--- config.mk ---
export PLATFORM = sky130hd
export DESIGN_NAME = char_lcd_nibble_writer
export DESIGN_NICKNAME = d
export VERILOG_FILES = /design/src/design/cln_pkg.sv /design/src/design/char_lcd_nibble_writer.sv /design/src/design/cln_front.sv /design/src/design/cln_queue.sv /design/src/design/cln_back.sv
export SDC_FILE = /design/constraint.sdc
export NUM_CORES = 1
export LEC_CHECK = 0
export BUFFER_PORTS_ARGS = -buffer_cell sky130_fd_sc_hd__buf_2
export CAP_MARGIN = 20
export CORE_MARGIN = 8
export CORE_UTILIZATION = 55
export DETAILED_ROUTE_END_ITERATION = 10
export GPL_ROUTABILITY_DRIVEN = 0
export PLACE_DENSITY = 0.89
export SYNTH_ARGS = -nofsm -noshare
export SYNTH_HDL_FRONTEND = slang
export SYNTH_HIERARCHICAL = 1
export SYNTH_SLANG_ARGS = --single-unit
--- constraint.sdc ---
create_clock -name clk -period 4.32 [get_ports clk]
set_input_delay 0.432 -clock clk [delete_from_list [all_inputs] [get_ports clk]]
set_output_delay 0.432 -clock clk [all_outputs]
set_load 0.05 [all_outputs]
--- src/design/cln_pkg.sv ---
// shared types, codes and constant tables for the character lcd nibble writer
package cln_pkg;

  localparam int QUEUE_DEPTH = 4;
  localparam int QPTR_W      = $clog2(QUEUE_DEPTH);
  localparam int QCNT_W      = $clog2(QUEUE_DEPTH + 1);

  localparam logic [15:0] SAT16 = 16'hFFFF;

  typedef enum logic [1:0] {
    OP_TEXT = 2'd0,
    OP_CMD  = 2'd1,
    OP_GOTO = 2'd2,
    OP_INIT = 2'd3
  } op_t;

  typedef enum logic [2:0] {
    REG_PULSE      = 3'd0,
    REG_BYTE_GAP   = 3'd1,
    REG_SETUP      = 3'd2,
    REG_LINE1      = 3'd3,
    REG_LINE2      = 3'd4,
    REG_CLEAR_WAIT = 3'd5,
    REG_INIT_WAIT  = 3'd6
  } reg_index_t;

  localparam logic [7:0] CHAR_FF = 8'h0C;
  localparam logic [7:0] CHAR_LF = 8'h0A;
  localparam logic [7:0] CHAR_BS = 8'h08;

  localparam logic [7:0] CMD_CLEAR       = 8'h01;
  localparam logic [7:0] CMD_CURSOR_LEFT = 8'h10;
  localparam logic [7:0] CMD_SET_ADDR    = 8'h80;
  // set address plus 255, i.e. column counted from one, wrapped to 8 bits
  localparam logic [7:0] CMD_GOTO_BIAS   = 8'h7F;

  localparam logic [3:0] WAKE_NIB_A = 4'h3;
  localparam logic [3:0] WAKE_NIB_B = 4'h2;
  localparam int         WAKE_STEPS = 4;
  localparam logic [3:0] INIT_LAST_STEP = 4'd15;

  typedef struct packed {
    logic [7:0]  pulse_us;
    logic [7:0]  byte_gap_us;
    logic [7:0]  setup_us;
    logic [6:0]  line1_base;
    logic [6:0]  line2_base;
    logic [15:0] clear_wait_us;
    logic [15:0] init_clear_wait_us;
  } cfg_t;

  typedef struct packed {
    logic        init;
    logic [7:0]  data;
    logic        rs;
    logic [15:0] extra;
  } job_t;

  typedef struct packed {
    logic [3:0]  nibble;
    logic        rs;
    logic [7:0]  setup;
    logic [15:0] after;
    logic        last;
  } xfer_t;

  function automatic logic [7:0] init_cmd(input logic [2:0] k);
    logic [7:0] c;
    unique case (k)
      3'd0:    c = 8'h28;
      3'd1:    c = 8'h08;
      3'd2:    c = 8'h0C;
      3'd3:    c = 8'h06;
      3'd4:    c = 8'h02;
      3'd5:    c = 8'h01;
      default: c = 8'h00;
    endcase
    return c;
  endfunction

  function automatic logic [15:0] wake_wait(input logic [1:0] k);
    return k[0] ? 16'd1000 : 16'd5000;
  endfunction

endpackage

--- src/design/char_lcd_nibble_writer.sv ---
// top level of the character lcd nibble writer
// Turns requests into 4-bit LCD bus beats, one beat per cycle while the result
// side keeps popping: a text byte, raw command or cursor move gives two beats,
// an init request sixteen. A decoder classifies each request into a job, a
// four-entry job queue holds jobs, and the sequencer emits one nibble a cycle
// into an output register while it is popped; a request is taken each cycle
// the queue has room, so the sequencer, at two beats per byte request, sets
// the sustained rate. A request passes the job queue, then the output register.
module char_lcd_nibble_writer import cln_pkg::*; (
  input  logic        clk,
  input  logic        rst,
  input  logic        push,
  output logic        full,
  input  logic [1:0]  op,
  input  logic [7:0]  byte_value,
  input  logic [6:0]  column,
  input  logic [1:0]  row,
  output logic        empty,
  input  logic        pop,
  output logic [3:0]  nibble,
  output logic        reg_select,
  output logic [7:0]  setup_wait_us,
  output logic [15:0] after_wait_us,
  output logic        last,
  input  logic        write_en,
  input  logic [2:0]  reg_index,
  input  logic [15:0] write_data
);

  cfg_t  cfg;
  job_t  new_job;
  job_t  head_job;
  logic  head_valid;
  logic  job_done;
  logic  out_valid;
  xfer_t out_q;

  always_ff @(posedge clk) begin
    if (rst) begin
      cfg.pulse_us           <= 8'd3;
      cfg.byte_gap_us        <= 8'd6;
      cfg.setup_us           <= 8'd20;
      cfg.line1_base         <= 7'd0;
      cfg.line2_base         <= 7'd64;
      cfg.clear_wait_us      <= 16'd2000;
      cfg.init_clear_wait_us <= 16'd10000;
    end else if (write_en) begin
      case (reg_index_t'(reg_index))
        REG_PULSE:      cfg.pulse_us           <= write_data[7:0];
        REG_BYTE_GAP:   cfg.byte_gap_us        <= write_data[7:0];
        REG_SETUP:      cfg.setup_us           <= write_data[7:0];
        REG_LINE1:      cfg.line1_base         <= write_data[6:0];
        REG_LINE2:      cfg.line2_base         <= write_data[6:0];
        REG_CLEAR_WAIT: cfg.clear_wait_us      <= write_data;
        REG_INIT_WAIT:  cfg.init_clear_wait_us <= write_data;
        default: begin
        end
      endcase
    end
  end

  cln_front u_front (
    .op         (op),
    .byte_value (byte_value),
    .column     (column),
    .row        (row),
    .cfg        (cfg),
    .job        (new_job)
  );

  cln_queue u_queue (
    .clk    (clk),
    .rst    (rst),
    .wr     (push),
    .wr_job (new_job),
    .full   (full),
    .rd     (job_done),
    .rd_job (head_job),
    .valid  (head_valid)
  );

  cln_back u_back (
    .clk       (clk),
    .rst       (rst),
    .cfg       (cfg),
    .job       (head_job),
    .job_valid (head_valid),
    .job_done  (job_done),
    .pop       (pop),
    .out_valid (out_valid),
    .out_q     (out_q)
  );

  assign empty         = !out_valid;
  assign nibble        = out_q.nibble;
  assign reg_select    = out_q.rs;
  assign setup_wait_us = out_q.setup;
  assign after_wait_us = out_q.after;
  assign last          = out_q.last;

endmodule

--- src/design/cln_front.sv ---
// request decoder: turns one request into a byte job or an init job
module cln_front import cln_pkg::*; (
  input  logic [1:0] op,
  input  logic [7:0] byte_value,
  input  logic [6:0] column,
  input  logic [1:0] row,
  input  cfg_t       cfg,
  output job_t       job
);

  logic [6:0] base;

  always_comb begin
    base = (row == 2'd1) ? cfg.line1_base : cfg.line2_base;
    job.init  = 1'b0;
    job.data  = byte_value;
    job.rs    = 1'b0;
    job.extra = '0;
    unique case (op_t'(op))
      OP_TEXT: begin
        if (byte_value == CHAR_FF) begin
          job.data  = CMD_CLEAR;
          job.extra = cfg.clear_wait_us;
        end else if (byte_value == CHAR_LF) begin
          job.data = CMD_SET_ADDR + {1'b0, cfg.line2_base};
        end else if (byte_value == CHAR_BS) begin
          job.data  = CMD_CURSOR_LEFT;
          job.extra = cfg.clear_wait_us;
        end else begin
          job.rs = 1'b1;
        end
      end
      OP_CMD: begin
        job.data = byte_value;
      end
      OP_GOTO: begin
        job.data = CMD_GOTO_BIAS + {1'b0, base} + {1'b0, column};
      end
      OP_INIT: begin
        job.init = 1'b1;
      end
      default: begin
        job.init = 1'b0;
      end
    endcase
  end

endmodule

--- src/design/cln_queue.sv ---
// short job queue between the request decoder and the transfer sequencer
module cln_queue import cln_pkg::*; (
  input  logic clk,
  input  logic rst,
  input  logic wr,
  input  job_t wr_job,
  output logic full,
  input  logic rd,
  output job_t rd_job,
  output logic valid
);

  job_t              mem [QUEUE_DEPTH];
  logic [QPTR_W-1:0] head;
  logic [QPTR_W-1:0] tail;
  logic [QCNT_W-1:0] count;

  assign full   = (count == QCNT_W'(QUEUE_DEPTH));
  assign valid  = (count != '0);
  assign rd_job = mem[head];

  always_ff @(posedge clk) begin
    if (wr && !full) begin
      mem[tail] <= wr_job;
    end
  end

  always_ff @(posedge clk) begin
    if (rst) begin
      head  <= '0;
      tail  <= '0;
      count <= '0;
    end else begin
      if (wr && !full) begin
        tail <= tail + 1'b1;
      end
      if (rd && valid) begin
        head <= head + 1'b1;
      end
      count <= count + QCNT_W'(wr && !full) - QCNT_W'(rd && valid);
    end
  end

endmodule

--- src/design/cln_back.sv ---
// transfer sequencer: walks a job nibble by nibble into the output register
module cln_back import cln_pkg::*; (
  input  logic clk,
  input  logic rst,
  input  cfg_t cfg,
  input  job_t job,
  input  logic job_valid,
  output logic job_done,
  input  logic pop,
  output logic out_valid,
  output xfer_t out_q
);

  logic [3:0]  step;
  logic [3:0]  rel;
  logic [2:0]  k;
  logic        wake;
  logic        second;
  logic [7:0]  cur_byte;
  logic [15:0] extra;
  logic [16:0] sum;
  logic        load;
  xfer_t       cur;

  assign load     = job_valid && (!out_valid || pop);
  assign job_done = load && cur.last;

  always_comb begin
    rel      = step - 4'(WAKE_STEPS);
    k        = rel[3:1];
    wake     = job.init && (step[3:2] == 2'b00);
    second   = step[0];
    cur_byte = job.init ? init_cmd(k) : job.data;
    extra    = job.init ? ((k == 3'd5) ? cfg.init_clear_wait_us : '0) : job.extra;
    sum      = {9'b0, cfg.pulse_us};
    if (second) begin
      sum = {9'b0, cfg.pulse_us} + {9'b0, cfg.byte_gap_us} + {1'b0, extra};
    end
    if (wake) begin
      cur.nibble = (step[1:0] == 2'd3) ? WAKE_NIB_B : WAKE_NIB_A;
      cur.rs     = 1'b0;
      cur.setup  = '0;
      cur.after  = wake_wait(step[1:0]);
    end else begin
      cur.nibble = second ? cur_byte[3:0] : cur_byte[7:4];
      cur.rs     = job.rs && !job.init;
      cur.setup  = cfg.setup_us;
      cur.after  = sum[16] ? SAT16 : sum[15:0];
    end
    cur.last = job.init ? (step == INIT_LAST_STEP) : second;
  end

  always_ff @(posedge clk) begin
    if (rst) begin
      step      <= '0;
      out_valid <= 1'b0;
    end else begin
      if (load) begin
        step <= cur.last ? '0 : step + 1'b1;
      end
      if (load) begin
        out_valid <= 1'b1;
      end else if (pop) begin
        out_valid <= 1'b0;
      end
    end
  end

  always_ff @(posedge clk) begin
    if (load) begin
      out_q <= cur;
    end
  end

  a_byte_two_steps: assert property (@(posedge clk) disable iff (rst)
    (job_valid && !job.init) |-> (step[3:1] == 3'd0))
    else $error("byte job beyond its second nibble");

  a_last_rewinds: assert property (@(posedge clk) disable iff (rst)
    job_done |=> (step == '0))
    else $error("step counter not rewound after last beat");

  a_idle_at_start: assert property (@(posedge clk) disable iff (rst)
    !job_valid |-> (step == '0))
    else $error("step counter moved without a job");

endmodule
==> results.yml, run 1 <==
status:
  status: "complete, no violations"
die:
  dieArea_um2: 23700
  core_area_um2: 18700
  start_util_pct: 56.1
  io_pins: 75
  die_x_um: 154
  row_count: 50
  die_y_um: 154
setup_path:
  end_kind: "register"
  rr_startpoint: "u_back/step[2]"
  r2r_cells: 11
  reg2reg_slack_ns: 0.16
  rr_endpoint: "u_back/out_q[6]"
  crit_type: "register to register"
  critPathRequiredTime_ns: 4.56
  crit_fanout: 12
  start_kind: "register"
  worstPathArrival_ns: 4.40
synthesis:
  ys_ff_latch: 218
  postSynthNetCount: 902
  yosysWarnings: 6
  synth_area_um2: 10500
  ys_seq_area_share_pct: 54.4
  synthArstFlopShare_pct: 0
  synthCells: 818
  synth_cell_type_count: 77
  synth-edff-count: 134
  syn_area_per_cell_um2: 12.8
  ys.flop_type: "edfxtp_1"
cts:
  htree_levels: 1
  clock_tree.root_cell: "clkbuf_16"
  clkSinkCount: 218
  worstSkewPairLatency_ns: 0.51
  post_cts_buffers: 0
  cts_tree: "yes"
  clock_path_buffers: 3
  clk_pin_slew_ns: 0.07
  numCtsBuffers: 22
  cts_hold_buf: 0
cells_and_area:
  final_nets: 972
  final_common_cell: "edfxtp_1"
  layout-drive-gt1-share_pct: 19.4
  fin_util_pct: 62.6
  antennaDiodeCount: 0
  mostFrequentLayoutCells: "edfxtp_1 (134), dfxtp_1 (84), mux2i_1 (79)"
  fillers: 1312
  area_growth_pct: 11.7
placement:
  dp_hpwl_um: 15700
  portBuffers: 74
  pre_cts_slack_ns: 0.143
timing:
  hold_viol: 0
  setup_violations: 0
  final_max_slew_viol_count: 0
  setup_slack_ns: 0.158
  post-route-period-util_pct: 96.3
  skew_ns: 0.0135
  max_freq_mhz: 240
  rsz0062_at_grt: "no"
  slew-limit-headroom_pct: 37.1
  tns_ns: 0
  period_needed_ns: 4.16
  tightest_slew_ns: 0.937
global_routing:
  antenna_found_initial: 0
  grt_overflow: 0
  track_usage_pct: 19.5
  grt_max_degree: 44
  grt_pass1_vias: 6859
  grt_pass1_wl_um: 36900
detailed_routing:
  avgRoutedWirePerCell_um: 20.7
  num_vias: 6782
  wl_um: 23500
  dr.pass1.iters: 5
  postRouteAntennaNets: 0
  drtIter0Drc: 514
  drc: 0
  viasPerCell: 5.96
power:
  ir_worst_vdd_mv: 0.237
  power_density_nw_per_um2: 527
  p_leak_nw: 4.68
min_path:
  holdCritPathClass: "primary input to register"
  hold_path_end: "cfg[10]"
  min_path_cells: 3
  hold_start: "write_data[10]"
flow_run:
  drv_cap: 0
per-layer routing:
| layer | global-route usage [%] | vias to the layer above | part of all wire, % |
|---|---|---|---|
| met1 | 22.7 | 3291 | 38 |
| met5 | 0 | - | 0 |
| met2 | 34.2 | 294 | 50 |
| li1 | - | 3132 | - |
| met4 | 10.0 | 0 | 4.1 |
| met3 | 3.20 | 65 | 7.2 |
metrics by stage:
stage	cell area (um2)	instances	power, mW	hold slack (ns)
4_1_cts	11700	1137	6.19	0.192
5_1_grt	11700	1138	6.40	0.220
6_report	11700	1138	6.17	0.204
2_1_floorplan	10500	818	3.98	0.444
3_5_place_dp	11000	1097	4.39	0.459
3_3_place_gp	11000	1097	4.34	0.458
flip-flops by register name, indices dropped and copies added (netlist names), named ones only:
register and cells:
cfg 70, u_back/out_valid 1, u_queue/count 3, u_back/step 4, u_queue/tail 2, u_queue/head 2, u_queue/mem 104, u_back/out_q 30
synth_stat cells (all sizes together) (3+ instances only):
cell	number	area, um2
a22o	9	78.8
and2	33	221
nand2b	73	457
edfxtp	134	4020
ha	30	375
nor3b	4	35.0
o311ai	3	26.3
mux2i	79	791
a311oi	4	35.0
nand3b	3	22.5
a32oi	5	62.6
a211oi	7	52.6
or3	6	37.5
and4b	4	40.0
xor2	9	78.8
xnor2	7	61.3
or2	5	33.8
nand4bb	3	33.8
nor2b	10	62.6
fa	11	220
nand3	6	42.5
a22oi	4	30.0
a31oi	8	50.1
nand4b	3	26.3
mux4	26	608
nand2	17	63.8
inv	39	146
o21ai	17	85.1
a21oi	27	139
nor3	7	35.0
dfxtp	84	1680
buf	22	170
nor2	55	206
o22ai	3	18.8
a21o	6	45.0
clkbuf	23	88.8
logic make-up after synthesis:
group	Yosys count	synth area share, %
xor gates and xnor gates	16	1.34
DFF	218	54.4
and+or+nand+nor	244	14.0
buffers and inverters	84	3.87
muxes	105	13.3
AOI/OAI and AO/OA	110	7.35
adders and majority gates	41	5.68
critical path, cell delays in order, from the launching register on:
cell and delay (ns):
dfxtp_1 0.51, inv_1 0.17, ha_1 0.41, and4b_4 0.51
a22o_1 0.18, fa_1 0.46, ha_1 0.34, a211o_1 0.29
a21oi_1 0.30, a21oi_1 0.24, a311oi_1 0.36, o22ai_1 0.12
layout make-up:
| class | count | area [um2] | share of cell area [%] |
|---|---|---|---|
| Clock buffer | 24 | 579 | 4.95 |
| Tap cell | 234 | 293 | 2.50 |
| Multi-Input combinational cell | 516 | 4380 | 37.4 |
| Timing Repair Buffer | 91 | 505 | 4.32 |
| Sequential cell | 218 | 5710 | 48.7 |
| Clock inverter | 16 | 103 | 0.876 |
| Inverter | 39 | 146 | 1.25 |
report_power, final:
part	leakage [nW]	total [mW]	internal (mW)	switching, mW
registers	1.96	2.67	2.57	0.0993
clock network	0.336	1.80	1.03	0.778
logic	2.38	1.70	0.486	1.22
total	4.68	6.17	4.08	2.09
worst max path at each step:
stage,startpoint,endpoint,slack [ns],cells after the start
2_1_floorplan,register,u_back/out_q[7],0.28,14
3_3_place_gp,u_back/step[2],u_back/out_q[7],0.28,11
3_5_place_dp,u_back/step[2],u_back/out_q[6],0.14,11
4_1_cts,u_back/step[2],u_back/out_q[6],0.03,11
5_1_grt,u_back/step[2],u_back/out_q[6],0.002,11
6_report,u_back/step[2],u_back/out_q[6],0.16,11
what timing repair did:
action / 4_1_cts / 5_1_grt
endpoints found under the setup margin: 0 / 14
hold endpoints to repair: 0 / 0
gates resized for setup: 0 / 2
Power figures use the tool's default switching activity.
==> inputs of run 2 (changes only) <==
--- a/config.mk
+++ b/config.mk
@@ -11,7 +11,7 @@
 export CORE_UTILIZATION = 55
 export DETAILED_ROUTE_END_ITERATION = 10
 export GPL_ROUTABILITY_DRIVEN = 0
-export PLACE_DENSITY = 0.89
+export PLACE_DENSITY = 0.76
 export SYNTH_ARGS = -nofsm -noshare
 export SYNTH_HDL_FRONTEND = slang
 export SYNTH_HIERARCHICAL = 1
==> constraint.sdc (replaced) <==
create_clock -name clk -period 4.32 [get_ports clk]
set_input_delay 0.432 -clock clk [delete_from_list [all_inputs] [get_ports clk]]
set_output_delay 0.432 -clock clk [all_outputs]
set_load 0.1 [all_outputs]
==> run 2 against run 1 <==
Against the previous run: sequential share of layout area shrank 0.37 points; setup slack better by 0.15 ns; critical path type unchanged; design area rose by 0.77%; count of clock-buffer cells in the layout rose by 8; clock power is 9% higher.
==> results.yml, run 2 (synthesis results as in run 1) <==
cts:
  cts_hold_buf: 0
  htree_levels: 1
  numCtsBuffers: 23
  clock_tree.root_cell: "clkbuf_16"
  clock_path_buffers: 3
  clkSinkCount: 218
  cts_tree: "yes"
  worstSkewPairLatency_ns: 0.51
  clk_pin_slew_ns: 0.06
  post_cts_buffers: 0
detailed_routing:
  wl_um: 22100
  dr.pass1.iters: 5
  num_vias: 6532
  postRouteAntennaNets: 0
  avgRoutedWirePerCell_um: 19.4
  viasPerCell: 5.72
  drc: 0
  drtIter0Drc: 473
power:
  p_leak_nw: 4.72
  ir_worst_vdd_mv: 0.297
  power_density_nw_per_um2: 582
cells_and_area:
  final_common_cell: "edfxtp_1"
  antennaDiodeCount: 0
  final_cells: 1141
  fin_area_um2: 11800
  largest_register_ffs: 104
  mostFrequentLayoutCells: "edfxtp_1 (134), dfxtp_1 (84), mux2i_1 (79)"
  area_growth_pct: 12.6
  fillers: 1445
  fin_util_pct: 63.1
  regArea_um2: 5710
  final_nets: 974
  largest-register: "u_queue/mem"
  multi_input_comb_area_um2: 4380
  layout-drive-gt1-share_pct: 19.4
  top_regs: "u_queue/mem: 104 flops, cfg: 70 flops, u_back/out_q: 30 flops"
min_path:
  hold_start: "write_data[9]"
  holdCritPathClass: "primary input to register"
  min_path_cells: 3
  hold_path_end: "cfg[9]"
placement:
  pre_cts_slack_ns: 0.257
  dp_hpwl_um: 15200
  place_inst: 1098
  portBuffers: 74
  dpl_cell_area_um2: 11000
timing:
  post-route-period-util_pct: 92.8
  tightest_slew_ns: 0.889
  period_needed_ns: 4.01
  setup_violations: 0
  slew-limit-headroom_pct: 40.3
  skew_ns: 0.0203
  max_freq_mhz: 250
  setup_slack_ns: 0.313
  rsz0062_at_grt: "no"
  final_max_slew_viol_count: 0
  hold_viol: 0
  tns_ns: 0
global_routing:
  grt_pass1_wl_um: 35100
  track_usage_pct: 18.5
  grt_pass1_vias: 6640
  antenna_found_initial: 0
  grt_overflow: 0
  grt_max_degree: 105
flow_run:
  drv_cap: 0
status:
  status: "complete, no violations"
die:
  die_y_um: 154
  dieArea_um2: 23700
  row_count: 50
  die_x_um: 154
  start_util_pct: 56.1
  core_area_um2: 18700
  io_pins: 75
setup_path:
  crit_fanout: 10
  start_kind: "register"
  reg2reg_slack_ns: 0.31
  critPathRequiredTime_ns: 4.57
  rr_endpoint: "u_back/out_q[7]"
  rr_startpoint: "u_back/step[2]"
  crit_type: "register to register"
  worstPathArrival_ns: 4.26
  r2r_cells: 11
  end_kind: "register"
-- run 2: cell count changes in the layout (fill, tap and decap cells not counted), moves of 2 or more --
cell	previous run	this run
clkinvlp_4	2	0
clkinv_2	7	3
clkbuf_8	0	2
clkbuf_1	1	6
clkinv_1	6	3
-- run 2: through the flow --
stage | power (mW) | hold slack (ns)
final | 6.87 | 0.184
after global routing | 7.14 | 0.198
after CTS | 6.92 | 0.173
after detailed placement | 4.96 | 0.459
after global placement | 4.94 | 0.456
after floorplan | 4.55 | 0.444
-- run 2: layout make-up --
class | instances | share of cell area, %
tap | 234 | 2.48
clock inverter | 10 | 0.880
sequential | 218 | 48.3
inverter | 39 | 1.24
clock buffer | 32 | 5.51
timing repair buffer | 92 | 4.45
multi-input combinational | 516 | 37.1
-- run 2: what timing repair did --
action / in CTS / in global routing
endpoints found under the hold margin: 0 / 0
gates resized for setup: 0 / 1
endpoints found under the setup margin: 0 / 2
-- run 2: per-layer routing --
| metal | routed length (um) | vias up | GRT usage [%] |
|---|---|---|---|
| li1 | - | 3146 | - |
| met1 | 9630 | 3163 | 23.5 |
| met2 | 10700 | 185 | 31.1 |
| met3 | 1190 | 38 | 3.25 |
| met4 | 565 | 0 | 6.77 |
| met5 | 0 | - | 0 |
-- run 2: worst max path at each step --
stage / start / endpoint / slack (ns) / depth (start not counted)
after CTS: u_back/step[2] / u_back/out_q[10] / 0.23 / 12
after detailed placement: u_back/step[2] / u_back/out_q[7] / 0.26 / 11
final: u_back/step[2] / u_back/out_q[7] / 0.31 / 11
after floorplan: register / u_back/out_q[7] / 0.28 / 14
after global placement: u_back/step[2] / u_back/out_q[4] / 0.36 / 11
after global routing: u_back/step[2] / u_back/out_q[4] / 0.12 / 11
-- run 2: where the power goes --
group / switching, mW / internal [mW] / total, mW
sequential: 0.0887 / 2.57 / 2.66
combinational: 1.77 / 0.489 / 2.26
clock: 0.785 / 1.17 / 1.96
total: 2.64 / 4.23 / 6.87
-- run 2: worst max-delay path, cell delays in order (launching register included) --
cell and delay (ns):
dfxtp_1 0.47, inv_1 0.13, ha_1 0.39, and4b_2 0.47
a22o_1 0.19, fa_1 0.46, ha_1 0.34, a211o_1 0.28
a21oi_1 0.31, a21oi_1 0.25, a311oi_1 0.33, o22ai_1 0.13
